### src/rtl/mch_pkg.sv
`timescale 1ns / 1ps

package mch_pkg;

   localparam logic [1:0] ACT_RECORD     = 2'd0;
   localparam logic [1:0] ACT_SET_ACTIVE = 2'd1;
   localparam logic [1:0] ACT_CLEAR      = 2'd2;
   localparam logic [1:0] ACT_READ       = 2'd3;

   typedef struct packed {
      logic [1:0]  action;
      logic [31:0] color_value;
      logic        color_valid;
      logic [7:0]  slot_index;
   } mch_req_type;

   typedef struct packed {
      logic [31:0] slot_color;
      logic        slot_filled;
      logic        slot_is_active;
      logic [8:0]  entry_count;
   } mch_rsp_type;

   // Broadcast from the controller to every cell of the chain
   typedef struct packed {
      logic        compare;
      logic        write;
      logic [31:0] color;
   } mch_bcast_type;

endpackage

### src/rtl/mch_cell.sv
`timescale 1ns / 1ps

module mch_cell (
   input  logic                  clock,
   input  logic                  reset,
   input  mch_pkg::mch_bcast_type bcast,
   input  logic                  filled,
   input  logic                  shift_en,
   input  logic [31:0]           prev_color,
   output logic [31:0]           entry_color,
   output logic                  match
);

   logic [31:0] entry_ff;
   logic [31:0] entry_in;
   logic        match_ff;
   logic        match_in;

   always_comb begin
      entry_in = entry_ff;
      if (bcast.write && shift_en) begin
         entry_in = prev_color;
      end
   end

   always_comb begin
      match_in = match_ff;
      if (bcast.compare) begin
         match_in = filled && (entry_ff == bcast.color);
      end
   end

   always_ff @(posedge clock) begin
      entry_ff <= entry_in;
   end

   always_ff @(posedge clock) begin
      if (reset) begin
         match_ff <= 1'b0;
      end else begin
         match_ff <= match_in;
      end
   end

   assign entry_color = entry_ff;
   assign match       = match_ff;

endmodule

### config.mk
export PLATFORM = sky130hd
export DESIGN_NAME = mch_cell
export DESIGN_NICKNAME = d
export VERILOG_FILES = /design/src/rtl/mch_pkg.sv /design/src/rtl/mch_cell.sv
export SDC_FILE = /design/constraint.sdc
export NUM_CORES = 1
export LEC_CHECK = 0
export BUFFER_PORTS_ARGS = -buffer_cell sky130_fd_sc_hd__buf_2
export CORE_UTILIZATION = 39
export DETAILED_ROUTE_END_ITERATION = 10
export PLACE_DENSITY = 0.89
export SLEW_MARGIN = 0
export SYNTH_ARGS = -nofsm -noshare
export SYNTH_HDL_FRONTEND = slang
export SYNTH_SLANG_ARGS = --single-unit
### constraint.sdc
create_clock -name clock -period 1.9 [get_ports clock]
set_input_delay 0.19 -clock clock [delete_from_list [all_inputs] [get_ports clock]]
set_output_delay 0.19 -clock clock [all_outputs]
set_load 0.1 [all_outputs]
# After elaboration in Yosys (flattened, before gate mapping)
# Index checks and enable logic that the tools add are counted.
# totals
ff_bits,33
output_inout_bits,33
# classes
n_eq_ne,1
reduce_logical,2
# ops
op,count
$eq A32 B32 Y1,1
$logic_and A1 B1 Y1,2

# Longest topological paths before layout
# Gate-level depths: netlist of run 1.
# logic_depth
ltp_word,2
depth_mapped,5
ltp_nobuf,5

# Worst setup path after synthesis of run 1
# No wires, ideal clock.
# synth_timing
kind,reg2reg
startpoint,"register entry_ff[19], in the netlist entry_color[19]"
endpoint,"register match_ff, in the netlist match"
arrival_time_ps,1699
slack_ps,132
stages_incl_launch_ff,6
n_path_buf,0
path_cell_list,edfxtp_1 -> xnor2_1 -> nand4_1 -> nor4_1 -> nand4_1 -> o21ai_1
# synth_between
elab_chain_cells,2
# synth_rtl
element,line_no,source
from (decl),mch_cell.sv:14,logic [31:0] entry_ff;
from (signal assigned),mch_cell.sv:34,entry_ff <= entry_in;
$eq A32 B32 Y1,mch_cell.sv:29,match_in = filled && (entry_ff == bcast.color);
$logic_and A1 B1 Y1,mch_cell.sv:29,
to (signal assigned),mch_cell.sv:41,match_ff <= match_in;
to (decl),mch_cell.sv:16,logic match_ff;
# Every way passes these cells.
# A chain may end at the register's enable or synchronous reset.

# Worst setup path in the final report of run 1
# layout_timing
startpoint,"register entry_ff[13], in the netlist entry_color[13]"
endpoint,"register match_ff, in the netlist match"
# Same word-level chain as after synthesis.

==> results of run 1 <==
## critical path: cells and delay by family, from the launching register on
| family | cells | cell delay (ps) |
|---|---|---|
| flip-flops | 1 | 400 |
| XOR/XNOR | 1 | 170 |
| AND/OR/NAND/NOR | 3 | 670 |
| AO/OA/AOI/OAI | 1 | 130 |
## cell type report
class | instances | share of cell area
clock inverters | 2 | 0.01669
repair buffers | 104 | 0.2670
clock buffers | 6 | 0.02040
flip-flops and latches | 33 | 0.4845
well taps | 46 | 0.02843
multi-input cells | 48 | 0.1829
## metal layers
metal	GRT usage	vias up
met3	0.06397	7
met5	0	-
met2	0.2936	58
li1	-	520
met1	0.1588	483
met4	0.07792	0
## cell families after synthesis
kind of cell    count (synthesis)
flops                          33
compound gates                  1
xor+xnor                       32
simple gates                   15
## flip-flops by register name, summed over array words and instances, names as in the netlist
| register | cells |
|---|---|
| entry_color | 32 |
| match | 1 |
## stage by stage
step                hold WS, ps  utilization
floorplan                 288.9            -
global placement          366.5       0.5812
detailed placement        368.4       0.5812
CTS                       6.612       0.6037
global route              1.971       0.6067
finish                    26.44       0.6067
## power groups by stage
stage               clock network (W)  logic [W]  registers (W)
floorplan                           0  0.0000757        0.00123
global placement                    0   0.000536       0.000894
detailed placement                  0   0.000544       0.000899
CTS                          0.000514   0.000545       0.000882
global route                 0.000539   0.000569       0.000888
finish                       0.000495   0.000544       0.000881
## cells in the final DEF (no fill, tap or decap)
master | synthesis | final
clkbuf_1 | 0 | 1
nor2_1 | 1 | 1
dfxtp_1 | 1 | 1
clkbuf_4 | 0 | 5
buf_12 | 0 | 1
nand2_1 | 2 | 2
nand4_1 | 6 | 6
o21ai_1 | 1 | 1
buf_2 | 0 | 102
bufinv_16 | 0 | 1
dlygate4sd3_1 | 0 | 1
and2_1 | 1 | 1
nand3_1 | 1 | 1
edfxtp_1 | 32 | 32
xor2_1 | 9 | 9
clkinv_1 | 0 | 1
nor4_1 | 4 | 4
xnor2_1 | 23 | 23
## worst max-delay path by stage
stage                                    startpoint            endpoint
final                     entry_color[13]$_DFFE_PP_  match$_SDFFE_PP0P_
after CTS                 entry_color[15]$_DFFE_PP_  match$_SDFFE_PP0P_
after detailed placement  entry_color[15]$_DFFE_PP_  match$_SDFFE_PP0P_
after floorplan           entry_color[19]$_DFFE_PP_  match$_SDFFE_PP0P_
after global placement     entry_color[2]$_DFFE_PP_  match$_SDFFE_PP0P_
after global routing      entry_color[13]$_DFFE_PP_  match$_SDFFE_PP0P_
## what timing repair did
| item | CTS | global route |
|---|---|---|
| setup endpoints to repair | 0 | 0 |
| endpoints found under the hold margin | 0 | 1 |
| hold buffers | 0 | 1 |
==> results.toml, run 1 <==
[drt]
wl_um = 3042
detail_route.wl_per_cell_um = 12.73
final_antenna_net_count = 0
wl_met3_um = 217
via_per_inst = 4.469
dr.pass1.iters = 4
drt_iter0_drc = 24
wl_met2_um = 1669
routed-via-count = 1068
m1WireLength_um = 1091
highest_layer = "met4"
drcViolationCount = 0

[logic_synthesis]
netlist_top_cells_area = "edfxtp_1, xnor2_1, xor2_1"
synth-seq-cells = 33
yosysMostFrequentCell = "edfxtp_1"
yosysSeqAreaShare = 0.7259
synth_top_family_by_area = "XOR/XNOR gates"
syn_nets = 151
netlist_area_um2 = 1351
synth-compound-area-share = 0.003704
ys_dominant_reg_cell = "edfxtp_1"
synth_fa_ha_area_frac = 0
ys_warn_count = 0
ys_types = 11
synth_commonest_cells = "edfxtp_1, xnor2_1, xor2_1, nand4_1, nor4_1"
synth_cells = 81
synthXorXnorAreaFrac = 0.2074
yosys.area_share.simple = 0.06296
avgSynthCellArea_um2 = 16.68
yosysTopAreaCell = "edfxtp_1"
async_reset_ff_frac = 0
synth-edff-count = 32
synthMuxAreaShare = 0
yosysTopAreaCellShare = 0.7111

[power]
p_clk_frac = 0.258
p_seq_frac = 0.459
power_frac_comb = 0.283
p_total_w = 0.001920
static-leakage-power_nw = 0.8632
sw_frac_of_total = 0.3450
irDropWorstVdd_mv = 0.5609
p_int_w = 0.001258
powerDensity_nw_per_um2 = 948.5
p_sw_w = 0.0006625

[worst_setup_path]
crit_chain = "xnor2_1 -> nand4_1 -> nor4_1 -> nand4_1 -> o21ai_1"
r2r_slack_ps = 460
worstSetupStartpointType = "flop"
critical-path-max-stage-delay_ps = 410
worstSetupPathType = "reg2reg"
r2r-start = "entry_color[13]$_DFFE_PP_"
cp_slowest_cell = "nor4_1"
rr_worst_depth = 5
crit_fanout = 2
arrival_ps = 1700
r2r_end = "match$_SDFFE_PP0P_"
worstPathRequired_ps = 2160
worstSetupEndpointType = "flop"
crit_top_cell = "nand4_1"

[placement]
dp_cells = 230
pre_cts_ws_ps = 471.7
io_buffers = 102
place.gp.congestion = 0.6193
post_dp_cell_area_um2 = 1939

[global_route]
grt_first_pass_wirelength_um = 4008
grt_pass1_vias = 972
antenna_found_initial = 0
gr-total-overflow = 0
grt_use_total = 0.1612
grt_max_degree = 25

[sta]
slew_headroom = 0.6713
final.setup_skew_ps = 7.225
setup_viol_count_final = 0
final-max-slew-violation-count = 0
fin_tns_setup_ps = 0
post-route-period-util = 0.7558
period_minus_slack_ps = 1436
setup_slack_ps = 464.1
tightest_slew_ps = 496.4
rsz0062_at_grt = "no"
finalHoldViolCount = 0
fmax_mhz = 696.4

[finish]
nets = 262
regArea_um2 = 980.9
antenna_cells = 0
fin_area_um2 = 2024
stdcell_count = 239
drive_above_1_share = 0.5648
n_fill_cell = 277
syn_to_final_growth_pct = 49.81
multi_input_area_um2 = 370.4

[status]
status = "complete, no violations"

[clocking]
cts_root_buf = "clkbuf_4"
cts_buffers = 5
clock-sinks = 33
post_cts_buffers = 0
path_clk_slew_ps = 90
worstSkewPairLatency_ps = 330
cts-resized-gates = 0
clockBufferDepth = 2
htreeDepth = 2
cts_tree = "done"

[flow_run]
max-cap-violations = 0

[floorplanning]
die_y_um = 60.87
coreArea_um2 = 3337
die_area_um2 = 3705
rows = 21
die_width_um = 60.87
io_pins = 103
initial_utilization = 0.4049

[hold_path]
hold_path_class = "in2reg"
min_path_cells = 1
hp-start = "prev_color[3]"
hold_path_end = "entry_color[3]$_DFFE_PP_"
No activity file was read; power rests on OpenSTA's default activity.
==> inputs of run 2 (changes only) <==
==> constraint.sdc (replaced) <==
create_clock -name clock -period 1.5 [get_ports clock]
set_input_delay 0.15 -clock clock [delete_from_list [all_inputs] [get_ports clock]]
set_output_delay 0.15 -clock clock [all_outputs]
set_load 0.1 [all_outputs]
==> run 2 against run 1 <==
Effect of this change:
- global-route usage is 3.6 points higher
- critical endpoint unchanged
- via count is 16% higher
- clock-buffer cell count stayed put
==> results.toml, run 2 (same netlist as run 1, synthesis figures left out) <==
[drt]
detail_route.wl_per_cell_um = 13.83
dr.pass1.iters = 4
drcViolationCount = 0
drt_iter0_drc = 55
final_antenna_net_count = 0
routed-via-count = 1238
wl_um = 3749
via_per_inst = 4.568

[floorplanning]
die_area_um2 = 3705
die_width_um = 60.87
rows = 21
io_pins = 103
die_y_um = 60.87
initial_utilization = 0.4049
coreArea_um2 = 3337

[sta]
period_minus_slack_ps = 1362
slew_headroom = 0.6709
tightest_slew_ps = 497.1
fmax_mhz = 734.3
final.setup_skew_ps = 12.16
post-route-period-util = 0.9079
setup_viol_count_final = 0
final-max-slew-violation-count = 0
fin_tns_setup_ps = 0
finalHoldViolCount = 0
rsz0062_at_grt = "no"

[clocking]
clockBufferDepth = 2
post_cts_buffers = 0
cts_tree = "done"
cts_buffers = 5
clock-sinks = 33
cts_root_buf = "clkbuf_4"
worstSkewPairLatency_ps = 330
path_clk_slew_ps = 100
htreeDepth = 2

[power]
irDropWorstVdd_mv = 0.7455
static-leakage-power_nw = 0.9984
powerDensity_nw_per_um2 = 1068

[worst_setup_path]
r2r-start = "entry_color[3]$_DFFE_PP_"
crit_fanout = 2
arrival_ps = 1640
worstSetupPathType = "reg2reg"
crit_top_cell = "nand4_1"
r2r_slack_ps = 140
crit_chain = "xnor2_1 -> nand4_1 -> nor4_2 -> nand4_1 -> o21ai_1"
worstPathRequired_ps = 1780
r2r_end = "match$_SDFFE_PP0P_"
cp_slowest_cell = "edfxtp_1"
rr_worst_depth = 5
worstSetupEndpointType = "flop"
worstSetupStartpointType = "flop"
critical-path-max-stage-delay_ps = 410

[finish]
regArea_um2 = 980.9
final_common_cell = "buf_2"
stdcell_count = 271
syn_to_final_growth_pct = 74.26
drive_above_1_share = 0.4978
largest_reg_flops = 32
antenna_cells = 0
n_fill_cell = 238
multi_input_area_um2 = 382.9
nets = 294
final_cell_mix = "buf_2, edfxtp_1, dlygate4sd3_1"

[placement]
place.gp.congestion = 0.6124
dp_cells = 231
io_buffers = 102
hpwl_um = 2433

[hold_path]
hold_path_class = "in2reg"
hold_path_end = "match$_SDFFE_PP0P_"
min_path_cells = 4
hp-start = "bcast[33]"

[global_route]
gr-total-overflow = 0
grt_max_degree = 33
antenna_found_initial = 0
grt_first_pass_wirelength_um = 4864
grt_use_total = 0.1967
grt_pass1_vias = 1153

[flow_run]
max-cap-violations = 0

[status]
status = "complete, no violations"
[run 2: changes by cell type in the layout (fill, tap and decap cells not counted)]
cell,previous run,this run
nor4_2,0,2
buf_4,0,1
nor4_1,4,2
dlygate4sd3_1,1,32
[run 2: worst max path at each step]
stage | startpoint | endpoint | depth (start not counted)
2_1_floorplan | entry_color[22]$_DFFE_PP_ | match$_SDFFE_PP0P_ | 5
3_3_place_gp | entry_color[24]$_DFFE_PP_ | match$_SDFFE_PP0P_ | 5
3_5_place_dp | entry_color[5]$_DFFE_PP_ | match$_SDFFE_PP0P_ | 5
4_1_cts | entry_color[5]$_DFFE_PP_ | match$_SDFFE_PP0P_ | 5
5_1_grt | entry_color[22]$_DFFE_PP_ | match$_SDFFE_PP0P_ | 5
6_report | entry_color[3]$_DFFE_PP_ | match$_SDFFE_PP0P_ | 5
[run 2: metal layers]
| layer | vias to the layer above | part of all wire | wire length [um] | track usage |
|---|---|---|---|---|
| li1 | 586 | - | - | - |
| met1 | 572 | 0.32 | 1190 | 0.1704 |
| met2 | 70 | 0.58 | 2177 | 0.3768 |
| met3 | 10 | 0.072 | 269 | 0.08742 |
| met4 | 0 | 0.030 | 112 | 0.09740 |
| met5 | - | 0 | 0 | 0 |
[run 2: cell type report]
| type | count | area share |
|---|---|---|
| Clock buffer | 6 | 0.01753 |
| Clock inverter | 2 | 0.01435 |
| Multi-Input combinational cell | 48 | 0.1626 |
| Sequential cell | 33 | 0.4166 |
| Tap cell | 46 | 0.02444 |
| Timing Repair Buffer | 136 | 0.3645 |
[run 2: power by group]
group | leakage [nW] | switching [W] | internal, W | total, W
Combinational | 0.650 | 0.000541 | 0.000222 | 0.000763
Sequential | 0.308 | 0.0000380 | 0.00108 | 0.00112
Clock | 0.0399 | 0.000288 | 0.000347 | 0.000635
[run 2: worst max-delay path: cells and delay by family (launching register included)]
kind	cells	cell delay, ps
compound gates	1	120
xor+xnor	1	190
flops	1	410
simple gates	3	580
[run 2: stage by stage]
stage	cell area, um^2	total power [W]	utilization	worst slack [ps]	hold slack, ps
after floorplan	1351	0.001653	-	-260.3	248.9
after global placement	1947	0.001815	0.5834	118.0	326.6
after CTS	2312	0.002506	0.6929	82.50	2.920
after global routing	2355	0.002621	0.7057	35.68	102.7
final	2355	0.002515	0.7057	138.1	92.88
after detailed placement	1947	0.001829	0.5834	97.97	328.1
[run 2: repair_timing]
action,CTS,global route
gates resized for setup,0,2
endpoints found under the setup margin,0,1
hold endpoints to repair,29,3
hold buffers,29,3
